$ cat config.mk
export PLATFORM = sky130hd
export DESIGN_NAME = priority_queue_insert_extract_max_unit
export DESIGN_NICKNAME = d
export VERILOG_FILES = /design/src/rtl/core/pqie_pkg.sv /design/src/rtl/core/pqie_cell.sv /design/src/rtl/core/pqie_out_stage.sv /design/src/rtl/core/priority_queue_insert_extract_max_unit.sv
export SDC_FILE = /design/constraint.sdc
export NUM_CORES = 1
export LEC_CHECK = 0
export BUFFER_PORTS_ARGS = -buffer_cell sky130_fd_sc_hd__buf_2
export CAP_MARGIN = 40
export CORE_ASPECT_RATIO = 1.1
export CORE_MARGIN = 2
export CORE_UTILIZATION = 55
export DETAILED_ROUTE_END_ITERATION = 8
export HOLD_SLACK_MARGIN = 0.06
export PLACE_DENSITY = 0.75
export REMOVE_ABC_BUFFERS = 1
export SETUP_SLACK_MARGIN = 0.3
export SLEW_MARGIN = 30
export SYNTH_ARGS = -nofsm -noshare
export SYNTH_HDL_FRONTEND = slang
export SYNTH_SLANG_ARGS = --single-unit
$ cat constraint.sdc
create_clock -name clk -period 4.5 [get_ports clk]
set_input_delay 0.45 -clock clk [delete_from_list [all_inputs] [get_ports clk]]
set_output_delay 0.45 -clock clk [all_outputs]
set_load 0.02 [all_outputs]
$ cat src/rtl/core/pqie_pkg.sv
// Package for the bounded max-priority queue: opcodes, status codes and the
// per-cell command struct. Used by pqie_cell and the top unit under rtl/core.
package pqie_pkg;

  localparam int STATUS_W = 2;
  localparam int OCC_W    = 5;

  localparam logic OP_INSERT  = 1'b0;
  localparam logic OP_EXTRACT = 1'b1;

  localparam logic [STATUS_W-1:0] ST_OK    = 2'd0;
  localparam logic [STATUS_W-1:0] ST_FULL  = 2'd1;
  localparam logic [STATUS_W-1:0] ST_EMPTY = 2'd2;

  // Broadcast to all cells in the cycle a request is carried out.
  typedef struct packed {
    logic ins;
    logic ext;
  } pq_cmd_t;

endpackage

$ cat src/rtl/core/pqie_cell.sv
// One slot of the sorted chain: holds a priority and a tag, trades with its
// left and right neighbors. Depends on pqie_pkg.
module pqie_cell #(
  parameter int PRIORITY_BITS = 8,
  parameter int TAG_BITS      = 16
) (
  input  logic                     clk,
  input  pqie_pkg::pq_cmd_t        cmd,
  input  logic                     occupied,
  input  logic [PRIORITY_BITS-1:0] new_prio,
  input  logic [TAG_BITS-1:0]      new_tag,
  input  logic                     left_ahead,
  input  logic [PRIORITY_BITS-1:0] left_prio,
  input  logic [TAG_BITS-1:0]      left_tag,
  input  logic [PRIORITY_BITS-1:0] right_prio,
  input  logic [TAG_BITS-1:0]      right_tag,
  output logic                     ahead,
  output logic [PRIORITY_BITS-1:0] prio,
  output logic [TAG_BITS-1:0]      tag
);
  import pqie_pkg::*;

  logic [PRIORITY_BITS-1:0] prio_r, prio_nxt;
  logic [TAG_BITS-1:0]      tag_r, tag_nxt;

  // New entry lands ahead of this slot: slot empty or strictly lower priority
  // (equal priority stays ahead, giving arrival order on ties).
  assign ahead = !occupied || (prio_r < new_prio);

  always_comb begin
    prio_nxt = prio_r;
    tag_nxt  = tag_r;
    if (cmd.ins && ahead) begin
      if (left_ahead) begin
        prio_nxt = left_prio;
        tag_nxt  = left_tag;
      end else begin
        prio_nxt = new_prio;
        tag_nxt  = new_tag;
      end
    end else if (cmd.ext) begin
      prio_nxt = right_prio;
      tag_nxt  = right_tag;
    end
  end

  always_ff @(posedge clk) begin
    prio_r <= prio_nxt;
    tag_r  <= tag_nxt;
  end

  assign prio = prio_r;
  assign tag  = tag_r;

endmodule

$ cat src/rtl/core/pqie_out_stage.sv
// Output register with one skid entry, so a request can be taken while a
// result waits. Self-contained, no package needed.
module pqie_out_stage #(
  parameter int WIDTH = 31
) (
  input  logic             clk,
  input  logic             rst_n,
  input  logic             push,
  input  logic [WIDTH-1:0] push_data,
  output logic             full,
  output logic             out_valid,
  input  logic             out_stall,
  output logic [WIDTH-1:0] out_data
);

  logic             out_valid_r;
  logic [WIDTH-1:0] out_data_r;
  logic             skid_valid_r;
  logic [WIDTH-1:0] skid_data_r;
  logic             slot_free;

  assign slot_free = !out_valid_r || !out_stall;

  always_ff @(posedge clk) begin
    if (!rst_n) begin
      out_valid_r  <= 1'b0;
      skid_valid_r <= 1'b0;
    end else if (slot_free) begin
      if (skid_valid_r) begin
        out_valid_r  <= 1'b1;
        skid_valid_r <= 1'b0;
      end else begin
        out_valid_r <= push;
      end
    end else if (push) begin
      skid_valid_r <= 1'b1;
    end
  end

  always_ff @(posedge clk) begin
    if (slot_free) begin
      out_data_r <= skid_valid_r ? skid_data_r : push_data;
    end else if (push) begin
      skid_data_r <= push_data;
    end
  end

  // the pusher must not push while the skid entry is held; this block does not enforce it
  assign full      = skid_valid_r;
  assign out_valid = out_valid_r;
  assign out_data  = out_data_r;

endmodule

$ cat src/rtl/core/priority_queue_insert_extract_max_unit.sv
// Bounded max-priority queue built as a sorted chain of cells, head at cell 0.
// Results are registered in the output stage. Throughput: one request per cycle
// while in_stall is low; every cell compares and shifts in parallel
// in that cycle, and a two-entry output stage keeps input open while a result waits.
// Reset: clears the entry count and output valids; cell contents are left as is.
module priority_queue_insert_extract_max_unit #(
  parameter int CAPACITY      = 16,
  parameter int PRIORITY_BITS = 8,
  parameter int TAG_BITS      = 16
) (
  input  logic                           clk,
  input  logic                           rst_n,
  input  logic                           in_valid,
  output logic                           in_stall,
  input  logic                           in_opcode,
  input  logic [PRIORITY_BITS-1:0]       in_item_priority,
  input  logic [TAG_BITS-1:0]            in_item_tag,
  output logic                           out_valid,
  input  logic                           out_stall,
  output logic [pqie_pkg::STATUS_W-1:0]  out_status,
  output logic [PRIORITY_BITS-1:0]       out_priority,
  output logic [TAG_BITS-1:0]            out_tag,
  output logic [pqie_pkg::OCC_W-1:0]     out_occupancy
);
  import pqie_pkg::*;

  localparam int CW    = $clog2(CAPACITY + 1);
  localparam int RES_W = STATUS_W + PRIORITY_BITS + TAG_BITS + OCC_W;

  logic [CW-1:0] count_r, count_nxt;
  logic          accept, is_full, is_empty;
  pq_cmd_t       cmd;
  logic [STATUS_W-1:0]      res_status;
  logic [PRIORITY_BITS-1:0] res_prio;
  logic [TAG_BITS-1:0]      res_tag;
  logic [RES_W-1:0]         res_data, out_data;
  logic                     stage_full;

  logic [CAPACITY-1:0]      ahead_v;
  logic [PRIORITY_BITS-1:0] prio_v [CAPACITY];
  logic [TAG_BITS-1:0]      tag_v  [CAPACITY];

  assign accept   = in_valid && !stage_full;
  assign in_stall = stage_full;
  assign is_full  = (count_r == CW'(CAPACITY));
  assign is_empty = (count_r == '0);

  assign cmd.ins = accept && (in_opcode == OP_INSERT) && !is_full;
  assign cmd.ext = accept && (in_opcode == OP_EXTRACT) && !is_empty;

  always_comb begin
    count_nxt = count_r;
    if (cmd.ins) begin
      count_nxt = count_r + 1'b1;
    end else if (cmd.ext) begin
      count_nxt = count_r - 1'b1;
    end
  end

  always_ff @(posedge clk) begin
    if (!rst_n) begin
      count_r <= '0;
    end else begin
      count_r <= count_nxt;
    end
  end

  genvar i;
  generate
    for (i = 0; i < CAPACITY; i++) begin : g_cell
      logic                     lb;
      logic [PRIORITY_BITS-1:0] lp, rp;
      logic [TAG_BITS-1:0]      lt, rt;
      if (i == 0) begin : g_head
        assign lb = 1'b0;
        assign lp = '0;
        assign lt = '0;
      end else begin : g_mid
        assign lb = ahead_v[i-1];
        assign lp = prio_v[i-1];
        assign lt = tag_v[i-1];
      end
      if (i == CAPACITY - 1) begin : g_tail
        assign rp = prio_v[i];
        assign rt = tag_v[i];
      end else begin : g_body
        assign rp = prio_v[i+1];
        assign rt = tag_v[i+1];
      end
      pqie_cell #(
        .PRIORITY_BITS(PRIORITY_BITS),
        .TAG_BITS     (TAG_BITS)
      ) u_cell (
        .clk        (clk),
        .cmd        (cmd),
        .occupied   (count_r > CW'(i)),
        .new_prio   (in_item_priority),
        .new_tag    (in_item_tag),
        .left_ahead (lb),
        .left_prio  (lp),
        .left_tag   (lt),
        .right_prio (rp),
        .right_tag  (rt),
        .ahead      (ahead_v[i]),
        .prio       (prio_v[i]),
        .tag        (tag_v[i])
      );
    end
  endgenerate

  always_comb begin
    res_status = ST_OK;
    if (in_opcode == OP_INSERT && is_full) begin
      res_status = ST_FULL;
    end else if (in_opcode == OP_EXTRACT && is_empty) begin
      res_status = ST_EMPTY;
    end
  end

  assign res_prio = cmd.ext ? prio_v[0] : '0;
  assign res_tag  = cmd.ext ? tag_v[0]  : '0;
  assign res_data = {res_status, res_prio, res_tag, OCC_W'(count_nxt)};

  pqie_out_stage #(
    .WIDTH(RES_W)
  ) u_out (
    .clk      (clk),
    .rst_n    (rst_n),
    .push     (accept),
    .push_data(res_data),
    .full     (stage_full),
    .out_valid(out_valid),
    .out_stall(out_stall),
    .out_data (out_data)
  );

  assign {out_status, out_priority, out_tag, out_occupancy} = out_data;

endmodule
Word level (Yosys, flattened, before mapping)
Cells that the tools add are included.
{"block": "classes", "n_addsub": 2, "mul": 0, "div_mod_pow": 0, "n_lt_le_gt_ge": 32, "n_eq_ne": 1, "n_shift": 0, "mux": 98, "bitwise_logic": 3, "reduce_logical": 79}
{"operator": "16-bit two-way mux", "count": 46}
{"operator": "8-bit two-way mux", "count": 46}
{"operator": "8-bit less-than comparator", "count": 16}
{"operator": "5-bit by 4-bit > comparator with 1-bit output, second input constant", "count": 8}
{"operator": "31-bit two-way mux", "count": 1}
{"operator": "2-bit nonzero test", "count": 15}
{"operator": "1-bit logical AND", "count": 23}
{"operator": "1-bit logical NOT", "count": 21}
{"operator": "5-bit by 3-bit > comparator with 1-bit output, second input constant", "count": 4}
{"operator": "1-bit logical OR", "count": 17}
{"operator": "5-bit by 1-bit > comparator with 1-bit output, second input constant", "count": 2}
{"operator": "5-bit by 2-bit > comparator with 1-bit output, second input constant", "count": 2}
{"operator": "5-bit two-way mux", "count": 2}
{"operator": "5-bit by 1-bit adder with 5-bit output, second input constant", "count": 1}
{"operator": "5-bit equality test, second input constant", "count": 1}
{"operator": "5-bit logical NOT", "count": 1}
{"operator": "5-bit by 1-bit subtractor with 5-bit output, second input constant", "count": 1}
{"operator": "2-bit two-way mux", "count": 2}
{"operator": "1-bit NOT", "count": 3}
{"operator": "2-bit AND reduction", "count": 1}
{"operator": "2-bit OR reduction", "count": 1}
{"operator": "1-bit two-way mux", "count": 1}
{"block": "word_totals", "ff_bits": 453, "latchBits": 0, "ramBits": 0, "romBits": 0, "output_inout_bits": 33, "mem_count": 0}

Longest topological paths before layout
Gate-level depths: netlist (run 1).
{"block": "depth", "word_depth": 7, "depth_mapped": 11}

By module
From an unflattened synthesis (run 1), not the netlist that was laid out.
{"block": "hier_totals", "hier_cells": 2025, "area_unflattened_um2": 28905.2}
{"mod": "pqie_cell (g_cell[0].u_cell ...)", "n_inst": 14, "cells_each": 113, "area_each_um2": 1605.3, "seq_area_each_um2": 720.7}
{"mod": "pqie_cell (g_cell[8].u_cell ...)", "n_inst": 2, "cells_each": 113, "area_each_um2": 1594.0, "seq_area_each_um2": 720.7}
{"mod": "pqie_out_stage", "n_inst": 1, "cells_each": 104, "area_each_um2": 2464.9, "seq_area_each_um2": 1901.8}
{"mod": "priority_queue_insert_extract_max_unit", "n_inst": 1, "cells_each": 113, "area_each_um2": 778.2, "seq_area_each_um2": 100.1}

Worst setup path after synthesis (run 1)
Ideal clock, no wire load.
{"block": "synth_timing", "kind": "in2reg", "start": "input port in_item_priority[2]", "end": "register g_cell[1].u_cell.prio_r[0], enable pin", "setup_ns": 0.438, "arrival_ns": 4.105, "required_time_ns": 4.062, "path_slack_ns": -0.043, "stages": 9, "n_path_buf": 2, "cell_sequence": "clkbuf_1 inv_1 ha_1 a211oi_1 o21ai_0 a221oi_1 nor2_2 buf_4 o21ai_0"}
{"block": "synth_via", "elab_chain_cells": 4}
{"item": "start: declaration", "line": "priority_queue_insert_extract_max_unit.sv:16", "source": "input logic [PRIORITY_BITS-1:0] in_item_priority,"}
{"item": "8-bit less-than comparator", "line": "pqie_cell.sv:28", "source": "assign ahead = !occupied || (prio_r < new_prio);"}
{"item": "1-bit logical OR", "line": "pqie_cell.sv:28"}
{"item": "1-bit logical AND", "line": "pqie_cell.sv:33", "source": "if (cmd.ins && ahead) begin"}
{"item": "2-bit nonzero test (no source line)"}
{"item": "end signal: assignment", "line": "pqie_cell.sv:48", "source": "prio_r <= prio_nxt;"}
{"item": "end: declaration", "line": "pqie_cell.sv:23", "source": "logic [PRIORITY_BITS-1:0] prio_r, prio_nxt;"}
No other way between the ends.
A chain may end at the register's enable or synchronous reset.

Final worst setup path (run 1)
{"block": "layout_timing", "start": "register count_r[0]", "end": "register g_cell[0].u_cell.tag_r[6], enable pin"}
{"block": "layout_via", "elab_chain_cells": 5, "elab_cells_between_ends": 11}
{"item": "start: declaration", "line": "priority_queue_insert_extract_max_unit.sv:30", "source": "logic [CW-1:0] count_r, count_nxt;"}
{"item": "start signal: assignment", "line": "priority_queue_insert_extract_max_unit.sv:64", "source": "count_r <= count_nxt;"}
{"item": "5-bit by 1-bit > comparator with 1-bit output / 5-bit equality test (equally long branches)", "line": "priority_queue_insert_extract_max_unit.sv:96, priority_queue_insert_extract_max_unit.sv:45"}
{"item": "1-bit logical NOT, on equally long branches", "line": "pqie_cell.sv:28, priority_queue_insert_extract_max_unit.sv:48"}
{"item": "1-bit logical OR / 1-bit logical AND (equally long branches)", "line": "pqie_cell.sv:28, priority_queue_insert_extract_max_unit.sv:48"}
{"item": "1-bit logical AND", "line": "pqie_cell.sv:33"}
{"item": "2-bit nonzero test (no source line) (*)"}
{"item": "end signal: assignment", "line": "pqie_cell.sv:49", "source": "tag_r <= tag_nxt;"}
{"item": "end: declaration", "line": "pqie_cell.sv:24", "source": "logic [TAG_BITS-1:0] tag_r, tag_nxt;"}
Mark *: on every way between the ends. The rest lies on a longest branch, timed or not.

==> results of run 1 <==
## layer usage
| metal | vias up | part of all wire (%) |
|---|---|---|
| li1 | 7979 | - |
| met1 | 8444 | 42 |
| met2 | 393 | 50 |
| met3 | 137 | 4.5 |
| met4 | 4 | 3.1 |
| met5 | - | 0.041 |
## flip-flops by register name, indices dropped and copies added, names as in the netlist
signal              flops
count_r                 5
g_cell.u_cell.prio    128
g_cell.u_cell.tag     256
u_out.full              1
u_out.out_data         31
u_out.out_valid         1
u_out.skid_data_r      31
## stage by stage
step | hold WS, ns | setup TNS [ns] | cells | area, um2 | utilization (%)
global route | 0.141 | 0 | 2790 | 27200 | 61.3
detailed placement | 0.516 | 0 | 2701 | 25600 | 57.8
floorplan | 0.498 | -90.78 | 1993 | 24000 | -
CTS | 0.115 | 0 | 2789 | 27200 | 61.3
global placement | 0.511 | 0 | 2701 | 25600 | 57.8
finish | 0.145 | 0 | 2790 | 27200 | 61.3
## power by group through the flow
stage | Sequential, uW | Combinational, uW | Clock [uW]
floorplan | 6220 | 2190 | 0
detailed placement | 6350 | 3190 | 0
global route | 6350 | 3580 | 4160
CTS | 6270 | 3220 | 4020
finish | 6270 | 3220 | 3950
global placement | 6340 | 3050 | 0
## critical path, delay by kind of cell (launching register included)
| kind | cells | cell delay (ns) |
|---|---|---|
| AND/OR/NAND/NOR | 4 | 1.54 |
| buffers and inverters | 2 | 0.57 |
| adder cells (fa/ha/maj) | 1 | 0.30 |
| flip-flops | 1 | 0.53 |
## cell usage in the layout, fill, tap and decap left out, drive strengths merged, types with 6 or more instances in the layout
cell / netlist / routed
nand4: 11 / 11
a21oi: 73 / 73
mux2i: 336 / 336
mux2: 46 / 46
nor2b: 14 / 14
dfxtp: 7 / 7
inv: 12 / 13
and2: 30 / 30
bufinv: 0 / 6
a21o: 31 / 31
clkinv: 0 / 17
nor2: 98 / 98
edfxtp: 446 / 446
buf: 53 / 128
o21ai: 341 / 341
nor3: 7 / 7
a211oi: 30 / 30
clkbuf: 89 / 63
nand2: 350 / 350
ha: 118 / 118
## layout make-up
type / count / area, um2 / area share (%)
clock inverter: 25 / 283 / 1.04
sequential: 453 / 13500 / 49.8
timing repair buffer: 128 / 850 / 3.13
clock buffer: 63 / 1260 / 4.63
inverter: 12 / 45.0 / 0.166
multi-input combinational: 1528 / 10500 / 38.5
tap: 581 / 727 / 2.68
## worst paths after layout
kind	endpoint	slack, ns	cells after the start
worst max register to register	g_cell[0].u_cell.tag[6]	1.15	7
worst max-delay path	g_cell[0].u_cell.tag[6]	1.15	7
worst min register to register	u_out.out_data[13]	0.53	1
worst min-delay path	count_r[0]	0.14	2
## cell families after synthesis
family / Yosys count / synth area share, %
AO/OA/AOI/OAI: 492 / 10.9
XOR/XNOR: 3 / 0.107
adder cells (fa/ha/maj): 118 / 6.00
buffers and inverters: 154 / 2.77
flip-flops: 453 / 55.0
multiplexers: 382 / 16.1
AND/OR/NAND/NOR: 533 / 9.20
==> flow_summary.json, run 1 <==
{
  "synth.largest_area_cell": "sky130_fd_sc_hd__edfxtp_1",
  "gp_routability_congestion": 0.903,
  "skew_ns": 0.0282,
  "final_hold_viol_count": 0,
  "critPathLaunchType": "flip-flop",
  "rsz0062_at_grt": "false",
  "critical_path.cell_chain": "inv_1, ha_1, and3_1, nor3_4, nand2_4, nand2_1, buf_4",
  "fraction_of_final_layout_cells_sized_beyond_drive_strength_1_pct": 12.5,
  "core-area_um2": 44300,
  "crit_fanout": 25,
  "areaGrowthSynthToFinish_pct": 10.3,
  "postSynthCellCount": 2135,
  "max_freq_mhz": 299,
  "global_route.usage.met3_pct": 3.56,
  "outcome": "finished clean",
  "power_per_cell_area_nw_per_um2": 495,
  "fillCellCount": 3497,
  "internal_power_uw": 9330,
  "cts.repair_timing.setup_buffer_count": 0,
  "p_sw_share_pct": 30.7,
  "nets": 2317,
  "drt_wl_total_um": 58700,
  "netSwitchingPower_uw": 4120,
  "synth.cell_area_um2": 24600,
  "cts_sinks": 453,
  "groute.usage.overall_pct": 25.6,
  "dieArea_um2": 46500,
  "num_io_pins": 62,
  "globalRoute.busiestLayer": "met2",
  "power.combinational.fraction_pct": 24.0,
  "dpl.hpwl_um": 41200,
  "synth_async_sr_flop_share_pct": 0,
  "netlist-cell-type-count": 49,
  "clkSlewWorstSetupHoldPaths_ns": 0.06,
  "worst_ir_drop_vdd_mv": 0.338,
  "place_worst_setup_slack_ns": 1.02,
  "reported_max_cap_violation_count": 0,
  "wire_per_inst_um": 21.0,
  "floorplan.initialDensity_pct": 55.6,
  "p_clk_share_pct": 29.4,
  "yosysMostFrequentCell": "sky130_fd_sc_hd__edfxtp_1",
  "antenna_left": 0,
  "fin_crit_sh_pct": 74.4,
  "globalRouteMet1Util_pct": 32.4,
  "critical_path_arrival_ns": 3.58,
  "max_slew.worst_pin.slew_ns": 0.815,
  "seq_area_frac_synth_pct": 55.0,
  "crit-reg2reg-launch": "count_r[0]",
  "tritoncts.num_buffers": 47,
  "dr_total_vias": 16957,
  "synthesized_area_divided_by_synthesized_cell_count_um2": 11.5,
  "crit_type": "reg -> reg",
  "worst_setup_slack_after_layout_ns": 1.15,
  "globalRoute.totalOverflow": 0,
  "synth_ff_type": "sky130_fd_sc_hd__edfxtp_1",
  "cts-hold-fix-buffers": 0,
  "die_w_um": 206,
  "cts_tree": "done",
  "synthTopCellsByCount": "sky130_fd_sc_hd__edfxtp_1 (446), sky130_fd_sc_hd__nand2_1 (349), sky130_fd_sc_hd__mux2i_1 (336)",
  "die_height_um": 226,
  "clk_path_buf_depth": 3,
  "ctsHtreeMaxLevel": 2,
  "postSynthRegisterBits": 453,
  "antenna_cells_inserted": 0,
  "fin_crit_ns": 3.35,
  "pin_count_of_the_biggest_net_entering_global_routing": 49,
  "synthesis.yosys.warnings": 0,
  "synth_area_leaders": "sky130_fd_sc_hd__edfxtp_1 (54%), sky130_fd_sc_hd__mux2i_1 (14%), sky130_fd_sc_hd__o21ai_0 (6.8%)",
  "globalRouteMet2Util_pct": 44.7,
  "leakagePower_uw": 0.0102,
  "number_of_enable_type_register_cells_in_the_synthesized_netlist": 446,
  "grt_pass1_wl_um": 94200,
  "critical_path.endpoint_type": "flip-flop",
  "route.detailed.drc": 0,
  "share_seq_of_total_power_pct": 46.6,
  "worstHoldPathType": "in -> reg",
  "dr_pass1_iterations": 5,
  "crit_slowest_cell": "sky130_fd_sc_hd__nor3_4",
  "clock-root-buffer": "sky130_fd_sc_hd__clkbuf_16",
  "critPathRequiredTime_ns": 4.73,
  "yosys.area.top_type_share_pct": 54.4,
  "number_of_global_route_vias_before_repair": 17868,
  "crit_path_start": "count_r[0]",
  "floorplan.rows": 81,
  "crit_path_max_incr_delay_ns": 0.63,
  "clk-insertion-delay-late_ns": 0.60,
  "buffer_ports.inserted": 61,
  "totalPowerFinal_uw": 13400,
  "hold_start": "rst_n",
  "first_iter_violations": 1180,
  "drt-vias-per-instance": 6.08,
  "grt_antenna_before_repair": 2,
  "finalMaxSlewViolations": 0,
  "setup-violations-final": 0,
  "cts_repair_resize_count": 0,
  "max-slew-margin-rel_pct": 45.5
}
(Power assumes the default switching activity.)
==> run 2: changes to the inputs <==
==> constraint.sdc (replaced) <==
create_clock -name clk -period 2.85 [get_ports clk]
set_input_delay 0.285 -clock clk [delete_from_list [all_inputs] [get_ports clk]]
set_output_delay 0.285 -clock clk [all_outputs]
set_load 0.02 [all_outputs]
==> flow_summary.json, run 2 (synthesis gave the netlist of run 1 again) <==
{
  "outcome": "finished clean",
  "ctsHtreeMaxLevel": 2,
  "clock-root-buffer": "sky130_fd_sc_hd__clkbuf_16",
  "power_per_cell_area_nw_per_um2": 761,
  "internal_power_uw": 14700,
  "p_sw_share_pct": 30.6,
  "globalRouteMet1Util_pct": 31.6,
  "globalRoute.totalOverflow": 0,
  "reported_max_cap_violation_count": 0,
  "critPathLaunchType": "flip-flop",
  "grt_antenna_before_repair": 3,
  "pin_count_of_the_biggest_net_entering_global_routing": 49,
  "timing.reg2reg.setup_slack_ns": 0.41,
  "num_io_pins": 62,
  "place_worst_setup_slack_ns": 0.0231,
  "globalRouteMet2Util_pct": 42.7,
  "critPathRequiredTime_ns": 3.20,
  "drt-vias-per-instance": 5.99,
  "dieArea_um2": 46500,
  "worst_setup_path_endpoint": "g_cell[14].u_cell.tag[0]",
  "gp_routability_congestion": 0.924,
  "clk_path_buf_depth": 3,
  "clk-insertion-delay-late_ns": 0.59,
  "tritoncts.num_buffers": 47,
  "cts_tree": "done",
  "number_of_global_route_vias_before_repair": 17517,
  "netSwitchingPower_uw": 6500,
  "crit_family": "compound AO/OA/AOI/OAI gates",
  "antenna_cells_inserted": 0,
  "layout.cells.most_common": "sky130_fd_sc_hd__edfxtp_1",
  "groute.usage.overall_pct": 24.7,
  "largest_reg_flops": 256,
  "wire_per_inst_um": 20.1,
  "skew_ns": 0.0114,
  "buffers_and_inverters_on_the_worst_path": 2,
  "finalMaxSlewViolations": 0,
  "dpl.hpwl_um": 40800,
  "fraction_of_final_layout_cells_sized_beyond_drive_strength_1_pct": 14.3,
  "floorplan.initialDensity_pct": 55.6,
  "crit_fanout": 12,
  "worstHoldPathType": "in -> reg",
  "antenna_left": 0,
  "leakagePower_uw": 0.0105,
  "fin_crit_ns": 2.44,
  "core-area_um2": 44300,
  "cts_sinks": 453,
  "grt_pass1_wl_um": 91500,
  "global_route.usage.met3_pct": 3.45,
  "areaGrowthSynthToFinish_pct": 13.2,
  "dr_total_vias": 16934,
  "clkSlewWorstSetupHoldPaths_ns": 0.06,
  "die_height_um": 226,
  "floorplan.rows": 81,
  "final_hold_viol_count": 0,
  "worst_ir_drop_vdd_mv": 0.411,
  "fin_crit_sh_pct": 85.5,
  "nets": 2357,
  "setup_tns_ns": 0,
  "crit_path_max_incr_delay_ns": 0.56,
  "max-slew-margin-rel_pct": 52.6,
  "first_iter_violations": 1193,
  "rsz0062_at_grt": "true",
  "max_freq_mhz": 411,
  "crit-reg2reg-launch": "g_cell[14].u_cell.prio[3]",
  "die_w_um": 206,
  "final.hold.worst_slack_ns": 0.129,
  "critical_path.cell_chain": "ha_1, nand2_1, o21ai_0, a211oi_4, buf_4, or2_4, clkbuf_16",
  "p_clk_share_pct": 27.8,
  "buffer_ports.inserted": 61,
  "power.combinational.fraction_pct": 25.7,
  "crit_type": "reg -> reg",
  "crit_path_start": "g_cell[14].u_cell.prio[3]",
  "setup-violations-final": 0,
  "layout.cells.most_common_list": "sky130_fd_sc_hd__edfxtp_1 (446), sky130_fd_sc_hd__nand2_1 (349), sky130_fd_sc_hd__mux2i_1 (336)",
  "drt_wl_total_um": 56900,
  "dr_pass1_iterations": 5,
  "route.detailed.drc": 0,
  "worst_setup_slack_after_layout_ns": 0.414,
  "crit_slowest_cell": "sky130_fd_sc_hd__o21ai_0",
  "cp_num_cells": 7,
  "worst_r2r_path_depth": 7,
  "critical_path.endpoint_type": "flip-flop",
  "share_seq_of_total_power_pct": 46.6,
  "globalRoute.busiestLayer": "met2",
  "r2r_end": "g_cell[14].u_cell.tag[0]",
  "max_slew.worst_pin.slew_ns": 0.708,
  "critical_path_arrival_ns": 2.78
}
-- run 2: worst min-delay path by stage --
stage | start | to | slack (ns) | cells past startpoint
6_report | in_opcode | u_out.skid_data_r[29] | 0.13 | 2
5_1_grt | in_opcode | u_out.skid_data_r[29] | 0.13 | 2
4_1_cts | in_opcode | u_out.skid_data_r[29] | 0.09 | 2
3_5_place_dp | u_out.skid_data_r[28] | u_out.out_data[28] | 0.51 | 1
3_3_place_gp | u_out.skid_data_r[27] | u_out.out_data[27] | 0.51 | 1
2_1_floorplan | rst_n | count_r[0] | 0.41 | 1
-- run 2: timing repair --
action                                  CTS  global route
resized for setup                         7            18
buffers inserted                          1             6
pin swaps                                 1             7
endpoints found under the setup margin   53           264
gates cloned                              0             1
hold endpoints to repair                  7             0
hold buffers                              2             0
-- run 2: power by group through the flow --
stage	combinational, uW	clock (uW)	sequential (uW)
floorplan	3460	0	9820
global placement	5050	0	10000
detailed placement	5300	0	10000
CTS	5360	5990	9890
global route	6040	6240	10000
finish	5450	5890	9880
-- run 2: final cells by class --
cell class	instances	area, um2
fill	3332	16400
inverter	12	45.0
multi-input combinational	1528	10500
clock inverter	19	153
tap	581	727
timing repair buffer	168	1600
clock buffer	65	1280
sequential	453	13500
-- run 2: per-stage QoR --
| step | utilization, % | instances | power [uW] | area [um2] |
|---|---|---|---|---|
| after global placement | 59.3 | 2732 | 15100 | 26200 |
| after CTS | 62.6 | 2819 | 21200 | 27700 |
| final | 62.9 | 2826 | 21200 | 27900 |
| after global routing | 62.9 | 2826 | 22300 | 27900 |
| after floorplan | - | 1993 | 13300 | 24000 |
| after detailed placement | 59.3 | 2732 | 15300 | 26200 |
-- run 2: per-layer routing --
metal / vias up / wire (um) / share of wire [%]
li1: 8068 / - / -
met1: 8356 / 23900 / 42
met2: 387 / 28700 / 50
met3: 117 / 2500 / 4.4
met4: 6 / 1760 / 3.1
met5: - / 39 / 0.068
